<file path="src/rtl/core/dqm_pkg.sv">
// Shared types and fixed field widths for the deque with match count and purge.
package dqm_pkg;

  localparam int unsigned CMD_W    = 3;
  localparam int unsigned DATA_W   = 32;
  localparam int unsigned STATUS_W = 2;
  localparam int unsigned FILL_W   = 5;

  typedef enum logic [CMD_W-1:0] {
    CMD_PUSH_FRONT = 3'd0,
    CMD_PUSH_BACK  = 3'd1,
    CMD_POP_FRONT  = 3'd2,
    CMD_POP_BACK   = 3'd3,
    CMD_COUNT      = 3'd4,
    CMD_PURGE      = 3'd5
  } cmd_t;

  typedef enum logic [STATUS_W-1:0] {
    STAT_OK    = 2'd0,
    STAT_FULL  = 2'd1,
    STAT_EMPTY = 2'd2
  } stat_t;

  typedef enum logic [1:0] {
    S_IDLE,
    S_SCAN,
    S_FETCH,
    S_LOAD
  } state_t;

endpackage

</file>
<file path="src/rtl/core/dqm_ram.sv">
// Entry storage: one write port and two registered read ports.
module dqm_ram #(
  parameter int unsigned DEPTH = 16,
  parameter int unsigned WIDTH = 32,
  parameter int unsigned AW    = 4
) (
  input  logic             clk,
  input  logic             we,
  input  logic [AW-1:0]    waddr,
  input  logic [WIDTH-1:0] wdata,
  input  logic [AW-1:0]    raddr_a,
  input  logic [AW-1:0]    raddr_b,
  output logic [WIDTH-1:0] rdata_a,
  output logic [WIDTH-1:0] rdata_b
);

  logic [WIDTH-1:0] mem [DEPTH];

  always_ff @(posedge clk) begin
    if (we) begin
      mem[waddr] <= wdata;
    end
    rdata_a <= mem[raddr_a];
    rdata_b <= mem[raddr_b];
  end

endmodule

</file>
<file path="src/rtl/core/deque_with_match_count_and_purge_unit.sv">
// Bounded double-ended queue with match counting and purge, top level.
//
// Commands arrive on the cmd channel (command, item_value) and each one yields
// exactly one transaction on the rsp channel that describes the queue after it.
// Entries live in a ring memory addressed from a head pointer, so a push takes
// one write and a pop none at either end, with no data movement.
// Push, pop and unused codes pass from acceptance through S_FETCH and S_LOAD
// to the output register. Count and purge on a non-empty queue first walk the
// stored entries in S_SCAN through one comparator, one entry read per cycle
// with the purge write-back overlapped, then pass through S_FETCH and S_LOAD.
// The next command can be accepted the cycle after its result is loaded.
// The cmd channel stalls while a command is in work, so one command is in
// flight at a time. A finished result waits in the output register; the next
// command is accepted meanwhile and holds in its last cycle until the
// receiver takes the waiting result.
// Reset empties the queue at once; the memory contents are not cleared and
// are never read before being written.
module deque_with_match_count_and_purge_unit #(
  parameter int unsigned CAPACITY   = 16,
  parameter int unsigned ITEM_WIDTH = 32
) (
  input  logic                          clk,
  input  logic                          rst,
  input  logic                          cmd_valid,
  output logic                          cmd_stall,
  input  logic [dqm_pkg::CMD_W-1:0]     command,
  input  logic [dqm_pkg::DATA_W-1:0]    item_value,
  output logic                          rsp_valid,
  input  logic                          rsp_stall,
  output logic [dqm_pkg::STATUS_W-1:0]  status,
  output logic [dqm_pkg::FILL_W-1:0]    match_count,
  output logic [dqm_pkg::FILL_W-1:0]    fill_level,
  output logic [dqm_pkg::DATA_W-1:0]    front_item,
  output logic [dqm_pkg::DATA_W-1:0]    back_item,
  output logic                          is_empty
);

  import dqm_pkg::*;

  localparam int unsigned PTR_W = (CAPACITY > 1) ? $clog2(CAPACITY) : 1;
  localparam int unsigned CNT_W = $clog2(CAPACITY + 1);

  function automatic logic [PTR_W-1:0] ring_add(input logic [PTR_W-1:0] base,
                                                input logic [CNT_W-1:0] ofs);
    logic [CNT_W:0] sum;
    sum = (CNT_W+1)'(base) + (CNT_W+1)'(ofs);
    if (sum >= (CNT_W+1)'(CAPACITY)) begin
      sum = sum - (CNT_W+1)'(CAPACITY);
    end
    return PTR_W'(sum);
  endfunction

  state_t                state, state_next;
  logic [PTR_W-1:0]      head, head_next;
  logic [CNT_W-1:0]      count, count_next;
  cmd_t                  cmd_r, cmd_r_next;
  logic [ITEM_WIDTH-1:0] val_r, val_r_next;
  stat_t                 pstat, pstat_next;
  logic [CNT_W-1:0]      scan_idx, scan_idx_next;
  logic                  pend, pend_next;
  logic [CNT_W-1:0]      kept, kept_next;
  logic [CNT_W-1:0]      matched, matched_next;
  logic                  load;

  logic                  wr_en;
  logic [PTR_W-1:0]      wr_addr;
  logic [ITEM_WIDTH-1:0] wr_data;
  logic [PTR_W-1:0]      rd_addr_a, rd_addr_b;
  logic [ITEM_WIDTH-1:0] rd_data_a, rd_data_b;
  logic [ITEM_WIDTH-1:0] val_in;
  logic                  full, empty;

  assign val_in    = ITEM_WIDTH'(item_value);
  assign full      = (count == CNT_W'(CAPACITY));
  assign empty     = (count == '0);
  assign cmd_stall = (state != S_IDLE);
  assign rd_addr_a = (state == S_SCAN) ? ring_add(head, scan_idx) : head;
  assign rd_addr_b = ring_add(head, empty ? CNT_W'(0) : count - CNT_W'(1));

  dqm_ram #(
    .DEPTH(CAPACITY),
    .WIDTH(ITEM_WIDTH),
    .AW   (PTR_W)
  ) u_ram (
    .clk    (clk),
    .we     (wr_en),
    .waddr  (wr_addr),
    .wdata  (wr_data),
    .raddr_a(rd_addr_a),
    .raddr_b(rd_addr_b),
    .rdata_a(rd_data_a),
    .rdata_b(rd_data_b)
  );

  always_comb begin
    state_next    = state;
    head_next     = head;
    count_next    = count;
    cmd_r_next    = cmd_r;
    val_r_next    = val_r;
    pstat_next    = pstat;
    scan_idx_next = scan_idx;
    pend_next     = 1'b0;
    kept_next     = kept;
    matched_next  = matched;
    load          = 1'b0;
    wr_en         = 1'b0;
    wr_addr       = head;
    wr_data       = val_in;
    unique case (state)
      S_IDLE: begin
        if (cmd_valid) begin
          cmd_r_next    = cmd_t'(command);
          val_r_next    = val_in;
          pstat_next    = STAT_OK;
          scan_idx_next = '0;
          kept_next     = '0;
          matched_next  = '0;
          state_next    = S_FETCH;
          unique case (cmd_t'(command))
            CMD_PUSH_FRONT: begin
              if (full) begin
                pstat_next = STAT_FULL;
              end else begin
                head_next  = (head == '0) ? PTR_W'(CAPACITY - 1) : head - PTR_W'(1);
                wr_en      = 1'b1;
                wr_addr    = head_next;
                count_next = count + CNT_W'(1);
              end
            end
            CMD_PUSH_BACK: begin
              if (full) begin
                pstat_next = STAT_FULL;
              end else begin
                wr_en      = 1'b1;
                wr_addr    = ring_add(head, count);
                count_next = count + CNT_W'(1);
              end
            end
            CMD_POP_FRONT: begin
              if (empty) begin
                pstat_next = STAT_EMPTY;
              end else begin
                head_next  = ring_add(head, CNT_W'(1));
                count_next = count - CNT_W'(1);
              end
            end
            CMD_POP_BACK: begin
              if (empty) begin
                pstat_next = STAT_EMPTY;
              end else begin
                count_next = count - CNT_W'(1);
              end
            end
            CMD_COUNT, CMD_PURGE: begin
              if (!empty) begin
                state_next = S_SCAN;
              end
            end
            default: begin
            end
          endcase
        end
      end
      S_SCAN: begin
        if (scan_idx != count) begin
          scan_idx_next = scan_idx + CNT_W'(1);
          pend_next     = 1'b1;
        end
        if (pend) begin
          if (rd_data_a == val_r) begin
            matched_next = matched + CNT_W'(1);
          end else if (cmd_r == CMD_PURGE) begin
            wr_en     = 1'b1;
            wr_addr   = ring_add(head, kept);
            wr_data   = rd_data_a;
            kept_next = kept + CNT_W'(1);
          end
        end
        if (scan_idx == count && !pend) begin
          if (cmd_r == CMD_PURGE) begin
            count_next = kept;
          end
          state_next = S_FETCH;
        end
      end
      S_FETCH: begin
        state_next = S_LOAD;
      end
      S_LOAD: begin
        if (!rsp_valid || !rsp_stall) begin
          load       = 1'b1;
          state_next = S_IDLE;
        end
      end
      default: begin
        state_next = S_IDLE;
      end
    endcase
  end

  always_ff @(posedge clk) begin
    if (rst) begin
      state <= S_IDLE;
      head  <= '0;
      count <= '0;
      pend  <= 1'b0;
    end else begin
      state <= state_next;
      head  <= head_next;
      count <= count_next;
      pend  <= pend_next;
    end
  end

  always_ff @(posedge clk) begin
    cmd_r    <= cmd_r_next;
    val_r    <= val_r_next;
    pstat    <= pstat_next;
    scan_idx <= scan_idx_next;
    kept     <= kept_next;
    matched  <= matched_next;
  end

  always_ff @(posedge clk) begin
    if (rst) begin
      rsp_valid <= 1'b0;
    end else if (load) begin
      rsp_valid <= 1'b1;
    end else if (rsp_valid && !rsp_stall) begin
      rsp_valid <= 1'b0;
    end
  end

  always_ff @(posedge clk) begin
    if (load) begin
      status      <= pstat;
      match_count <= FILL_W'(matched);
      fill_level  <= FILL_W'(count);
      front_item  <= empty ? '0 : DATA_W'(rd_data_a);
      back_item   <= empty ? '0 : DATA_W'(rd_data_b);
      is_empty    <= empty;
    end
  end

`ifndef SYNTHESIS
  a_count_bound: assert property (@(posedge clk) disable iff (rst)
    count <= CNT_W'(CAPACITY))
    else $error("entry count exceeds capacity");

  a_purge_order: assert property (@(posedge clk) disable iff (rst)
    (state == S_SCAN) |-> (kept <= scan_idx))
    else $error("purge write-back overtook the read pointer");

  a_empty_items: assert property (@(posedge clk) disable iff (rst)
    (rsp_valid && is_empty) |-> (front_item == '0 && back_item == '0))
    else $error("empty queue reports nonzero end items");

  a_single_flight: assert property (@(posedge clk) disable iff (rst)
    (cmd_valid && !cmd_stall) |=> (state == S_FETCH || state == S_SCAN))
    else $error("accepted command did not start work");
`endif

endmodule

</file>
<file path="config.mk">
export PLATFORM = sky130hd
export DESIGN_NAME = deque_with_match_count_and_purge_unit
export DESIGN_NICKNAME = d
export VERILOG_FILES = /design/src/rtl/core/dqm_pkg.sv /design/src/rtl/core/dqm_ram.sv /design/src/rtl/core/deque_with_match_count_and_purge_unit.sv
export SDC_FILE = /design/constraint.sdc
export NUM_CORES = 1
export LEC_CHECK = 0
export ABC_AREA = 1
export BUFFER_PORTS_ARGS = -buffer_cell sky130_fd_sc_hd__buf_2
export CAP_MARGIN = 0
export CELL_PAD_IN_SITES_DETAIL_PLACEMENT = 1
export CELL_PAD_IN_SITES_GLOBAL_PLACEMENT = 1
export CORE_ASPECT_RATIO = 0.8
export CORE_UTILIZATION = 35
export DETAILED_ROUTE_END_ITERATION = 8
export GPL_ROUTABILITY_DRIVEN = 0
export PLACE_DENSITY_LB_ADDON = 0.1
export SYNTH_ARGS = -nofsm -noshare
export SYNTH_HDL_FRONTEND = slang
export SYNTH_SLANG_ARGS = --single-unit
</file>
<file path="constraint.sdc">
create_clock -name clk -period 8.7 [get_ports clk]
set_clock_uncertainty 0.05 [all_clocks]
set_input_delay 0.435 -clock clk [delete_from_list [all_inputs] [get_ports clk]]
set_output_delay 0.435 -clock clk [all_outputs]
set_load 0.02 [all_outputs]
</file>
==> run_results.csv, run 1 <==
group,metric,value,unit
routing,drt.antenna.violating_nets,0,
setup_path,arrival,5.49,ns
die,coreArea,0.09566,mm2
clocking,cts_root_buf,"clkbuf_16",
sta,fin_crit,5.069,ns
sta,slew_headroom,0.1720,
global_route,grt.met3_usage,0.03084,
setup_path,crit_buf_inv,4,
routing,viasPerCell,5.361,
global_route,first_global_vias,26200,
clocking,clock_path_buffers,3,
routing,dr.first_iter.drc_count,2142,
setup_path,crit_chain,"inv_1, ha_1, nand3_4, nand2_1, inv_1, ha_4, inv_1, fa_4, buf_12, a21oi_1, o21ai_0, nand2_1, o22ai_1, o21ai_0",
global_route,grt_antenna_before_repair,6,
logic_synthesis,syn_inst,3458,
global_route,track_usage,0.2330,
finish,drive_gt1_frac,0.09298,
sta,worst_slack,3.631,ns
die,die_y,281.0,um
power_and_ir_drop,powerDensity,444.2,mW/mm2
setup_path,crit_type,"flip-flop to flip-flop",
sta,fmax,197.3,MHz
power_and_ir_drop,p_leak,14.79,nW
logic_synthesis,synthMuxAreaShare,0,
die,die_w,350.7,um
global_route,met1_usage,0.3420,
setup_path,start_kind,"flip-flop",
sta,finalCritPeriodShare,0.5827,
die,ios,118,
logic_synthesis,synth_top_area_share,0.5652,
logic_synthesis,synth_warnings,0,
global_route,grt_max_degree,221,
finish,fin_util,0.4058,
place,portBuffers,117,
finish,nets,3594,
finish,seqCellArea,0.02079,mm2
logic_synthesis,synthSimpleGateAreaFrac,0.09138,
routing,dr.pass1.iters,5,
clocking,cts.sinks,718,
sta,setup_tns,0,ns
logic_synthesis,synth_most_common_cell,"edfxtp_1",
place,dp_cells,4696,
logic_synthesis,synth_flop_cell,"edfxtp_1",
min_path,worst_hold_path_type,"primary input to flip-flop",
finish,multiInputGateArea,0.01077,mm2
routing,wire_per_inst,23.68,um
logic_synthesis,ys_top_cells_by_count,"641 x edfxtp_1, 556 x o21ai_0, 547 x nand2_1, 468 x a21oi_1, 437 x inv_1",
sta,hold_viol,0,
power_and_ir_drop,max-vdd-ir-drop,0.7804,mV
sta,rsz0062_at_grt,"false",
job,cap_violations,0,
sta,drv_slew,0,
die,num_rows,101,
logic_synthesis,synth_nets,3525,
global_route,use_met2,0.3574,
setup_path,max_stage_delay,1.13,ns
logic_synthesis,synthAdderAreaFrac,0.01117,
global_route,grt_overflow,0,
routing,drt_wl_total,115.5,mm
clocking,insertion_delay,0.64,ns
setup_path,required,9.12,ns
outcome,status,"finished, final reports clean",
finish,n_fill_cell,10690,
logic_synthesis,synth_area,0.03405,mm2
die,start_util,0.3560,
logic_synthesis,ys_seq_area_frac,0.6105,
clocking,clk_pin_slew,0.06,ns
global_route,grt_pass1_wl,170.3,mm
sta,worstMarginPinSlew,1.242,ns
place,hpwl,65.11,mm
routing,vias,26160,
logic_synthesis,synthDistinctLibCells,44,
clocking,cts_tree,"done",
global_route,gr-max-usage-layer,"met2",
logic_synthesis,synth-compound-area-share,0.1957,
setup_path,path_max_fanout,220,
logic_synthesis,syn_avg_cell_area,9.848,um2
finish,area_growth,13.99,%
setup_path,endpoint_kind,"flip-flop",
logic_synthesis,synthXorXnorAreaFrac,0.01201,
clocking,htreeDepth,3,
logic_synthesis,synthArstFlopShare,0,
finish,stdcell_count,4880,
clocking,cts_buffers,81,
logic_synthesis,synth_edf_count,641,
place,dp_slack,3.688,ns
setup_path,crit_top_cell,"inv_1",
logic_synthesis,ys_seq_elements,718,
setup_path,slowest_stage,"fa_4",
logic_synthesis,yosys.area.top_type,"edfxtp_1",
logic_synthesis,synth_top_family_by_area,"compound AO/OA/AOI/OAI gates",
logic_synthesis,yosys-top-cells-area,"edfxtp_1 57%, o21ai_0 8.2%, a21oi_1 6.9%",
sta,finalSetupViolCount,0,
routing,remaining_drc_errors,0,
die,dieArea,0.09856,mm2
setup_path,critPathTopFamily,"adder cells",
## final timing paths
check                                            from                        to  slack, ns  depth (start not counted)
worst max-delay path            count[1]$_SDFFE_PP0P_  u_ram.rdata_b[4]$_DFF_P_       3.63                         14
worst min-delay path                              rst           pend$_SDFF_PP0_       0.06                          2
worst max register to register  count[1]$_SDFFE_PP0P_  u_ram.rdata_b[4]$_DFF_P_       3.63                         14
worst min register to register     pstat[0]$_DFFE_PP_       status[0]$_DFFE_PP_       0.37                          0
## layout by cell type (no fill, tap or decap), types with 11 or more instances in the layout
master	synthesis	routed
edfxtp_1	641	641
xor2_1	18	17
ha_1	24	23
nor2_4	0	17
a21oi_1	468	468
xnor2_1	20	20
buf_4	4	59
nand2_1	547	546
buf_2	89	117
a211oi_1	15	15
o211ai_1	92	92
o21ai_0	556	553
o22ai_1	14	14
inv_1	437	436
nand3_1	108	108
o221ai_1	40	40
clkbuf_16	0	83
clkbuf_1	110	33
o21ai_1	16	16
dfxtp_1	77	77
nor2_1	101	84
dlygate4sd3_1	0	35
clkinv_1	1	11
## state kept, by name, indices dropped and copies added, names as in the netlist, 3 cells and up
register,cells
back_item,32
cmd_r,3
count,5
fill_level,5
front_item,32
head,4
kept,5
match_count,5
matched,5
scan_idx,5
u_ram.mem,512
u_ram.rdata_a,32
u_ram.rdata_b,32
val_r,32
## worst reg2reg max path, delay by kind of cell (launching register included)
family / cells / cell delay [ns]
AND/OR/NAND/NOR: 3 / 0.87
buffers and inverters: 4 / 1.01
adder cells (fa/ha/maj): 3 / 1.54
AO/OA/AOI/OAI: 4 / 0.91
flip-flops: 1 / 0.52
## area by class of cell
| cell class | count | area share |
|---|---|---|
| Sequential cell | 718 | 0.5356 |
| Multi-Input combinational cell | 2066 | 0.2775 |
| Clock buffer | 124 | 0.05953 |
| Inverter | 443 | 0.04283 |
| Tap cell | 1287 | 0.04148 |
| Timing Repair Buffer | 217 | 0.03861 |
| Clock inverter | 24 | 0.004448 |
| Antenna cell | 1 | 0.00006446 |
## logic make-up after synthesis
kind of cell	after synthesis
AOI/OAI and AO/OA	1225
adders and majority gates	28
and+or+nand+nor	771
xor gates and xnor gates	42
buffers and inverters	674
DFF	718
## layer usage
layer | wire (um) | vias to the layer above
li1 | - | 12230
met1 | 55670 | 13160
met2 | 51020 | 615
met3 | 5931 | 157
met4 | 2894 | 2
met5 | 13 | -
## where the power goes
group	internal [mW]	switching [mW]
sequential	4.29	0.380
clock	1.89	1.40
combinational	2.73	6.56
## metrics by stage
step                hold slack, ns  cell area, um2  power (mW)
floorplan                   0.3503           34050       11.02
global placement            0.3551           35980       13.81
detailed placement          0.3619           35980       13.98
CTS                        0.02219           38820       17.35
global route               0.07169           38820       18.58
finish                     0.06125           38820       17.25
## repair_timing
item | 4_1_cts | 5_1_grt
setup buffers | 0 | 0
hold buffers | 35 | 0
gates resized for setup | 0 | 0
hold endpoints to repair | 35 | 0
No activity file was read; power rests on OpenSTA's default activity.
==> run 2: changes to the inputs <==
==> constraint.sdc (replaced) <==
create_clock -name clk -period 5.3 [get_ports clk]
set_clock_uncertainty 0.05 [all_clocks]
set_input_delay 0.265 -clock clk [delete_from_list [all_inputs] [get_ports clk]]
set_output_delay 0.265 -clock clk [all_outputs]
set_load 0.02 [all_outputs]
==> run 2 against run 1 <==
Global-route usage rose by 0.65 points. Register-to-register slack got worse by 2.9 ns. Critical endpoint is now u_ram.rdata_a[16]$_DFF_P_. Cell count is 0.90% higher. Core utilization rose by 0.78 points. Routed wire length is 2.7% higher. Via count up 2.4%.
==> run_results.csv, run 2 (synthesis results as in run 1) <==
group,metric,value,unit
global_route,track_usage,0.2395,
setup_path,crit_type,"flip-flop to flip-flop",
routing,dr.first_iter.drc_count,2358,
min_path,worst_hold_path_type,"primary input to flip-flop",
die,start_util,0.3560,
sta,worstMarginPinSlew,1.205,ns
clocking,cts_tree,"done",
setup_path,r2r_cells,10,
sta,finalSetupViolCount,0,
sta,fin_crit,4.544,ns
finish,n_fill_cell,10640,
setup_path,crit_chain,"inv_1, ha_1, inv_2, o21ai_4, buf_12, buf_4, o21ai_0, a21oi_1, o21ai_0, o21ai_0",
setup_path,start_kind,"flip-flop",
finish,layout_common_cells,"641 x edfxtp_1, 552 x o21ai_0, 546 x nand2_1",
finish,largest_reg_flops,512,
routing,dr.pass1.iters,5,
finish,largest_register,"u_ram.mem",
clocking,cts.sinks,718,
die,dieArea,0.09856,mm2
global_route,grt_overflow,0,
setup_path,required,5.69,ns
clocking,clock_path_buffers,3,
min_path,holdPathStages,3,
routing,drt.antenna.violating_nets,0,
setup_path,endpoint_kind,"flip-flop",
routing,wire_per_inst,24.09,um
setup_path,max_stage_delay,0.90,ns
routing,viasPerCell,5.442,
die,num_rows,101,
global_route,first_global_vias,27190,
setup_path,arrival,4.94,ns
setup_path,slowest_stage,"o21ai_4",
outcome,status,"finished, final reports clean",
sta,holdWs,0.1056,ns
place,hpwl,71.73,mm
sta,drv_slew,0,
clocking,cts_buffers,81,
sta,fmax,220.1,MHz
routing,remaining_drc_errors,0,
routing,drt_wl_total,118.6,mm
die,die_y,281.0,um
clocking,insertion_delay,0.64,ns
place,portBuffers,117,
setup_path,path_max_fanout,30,
sta,hold_viol,0,
finish,drive_gt1_frac,0.1040,
die,die_w,350.7,um
global_route,grt_max_degree,102,
sta,finalCritPeriodShare,0.8574,
sta,rsz0062_at_grt,"false",
sta,slew_headroom,0.1939,
finish,nets,3635,
routing,vias,26790,
finish,area_growth,16.20,%
clocking,clk_pin_slew,0.06,ns
clocking,cts_root_buf,"clkbuf_16",
global_route,grt_pass1_wl,174.9,mm
clocking,htreeDepth,3,
job,cap_violations,0,
die,ios,118,
setup_path,crit_top_cell,"o21ai_0",
finish,fin_util,0.4136,
finish,final_common_cell,"edfxtp_1",
die,coreArea,0.09566,mm2
sta,setup_tns,0,ns
global_route,grt_antenna_before_repair,7,
==> run 2: final cells by class <==
class / count / area [um2] / area share
flip-flops and latches: 718 / 20790 / 0.5254
multi-input cells: 2066 / 10770 / 0.2722
clock buffers: 113 / 2262 / 0.05717
well taps: 1287 / 1610 / 0.04069
clock inverters: 38 / 334.1 / 0.008442
repair buffers: 258 / 2137 / 0.05401
diodes: 1 / 2.502 / 0.00006324
inverters: 443 / 1663 / 0.04202
==> run 2: per-stage QoR <==
stage | cell area, um2 | worst slack (ns) | instances
after floorplan | 34050 | 0.9742 | 3458
after global placement | 36600 | 0.8239 | 4735
after detailed placement | 36600 | 0.7435 | 4735
after CTS | 39570 | 0.7318 | 4923
after global routing | 39570 | 0.2651 | 4923
final | 39570 | 0.7557 | 4924
==> run 2: path summary, 6_finish.rpt <==
kind | startpoint | end | slack, ns
hold reg to reg | pstat[0]$_DFFE_PP_ | status[0]$_DFFE_PP_ | 0.38
setup reg to reg | state[1]$_SDFFE_PP0P_ | u_ram.rdata_a[16]$_DFF_P_ | 0.76
setup / recovery | state[1]$_SDFFE_PP0P_ | u_ram.rdata_a[16]$_DFF_P_ | 0.76
hold / removal | cmd_valid | state[0]$_SDFFE_PP0P_ | 0.11
==> run 2: what timing repair did <==
| item | CTS | global route |
|---|---|---|
| hold buffers | 37 | 0 |
| hold endpoints to repair | 42 | 0 |
| setup endpoints to repair | 0 | 0 |
| resized for setup | 0 | 0 |
| setup buffers | 0 | 0 |
==> run 2: critical path: cells and delay by family (launching register included) <==
kind	cells	cell delay, ns
AO/OA/AOI/OAI	5	2.00
adder cells (fa/ha/maj)	1	0.82
buffers and inverters	4	1.06
flip-flops	1	0.35
==> run 2: metal layers <==
layer / up-vias / part of all wire / GRT usage / wire length [um]
met1: 13550 / 0.47 / 0.3372 / 55350
met3: 178 / 0.063 / 0.04911 / 7525
met5: - / 0.00057 / 0 / 68
li1: 12320 / - / - / -
met4: 10 / 0.022 / 0.06472 / 2653
met2: 733 / 0.45 / 0.3730 / 53040
Power of run 2 is left out: the tool's default activity adds up to more than one toggle a clock period on the data nets, which glitch-free logic cannot reach.
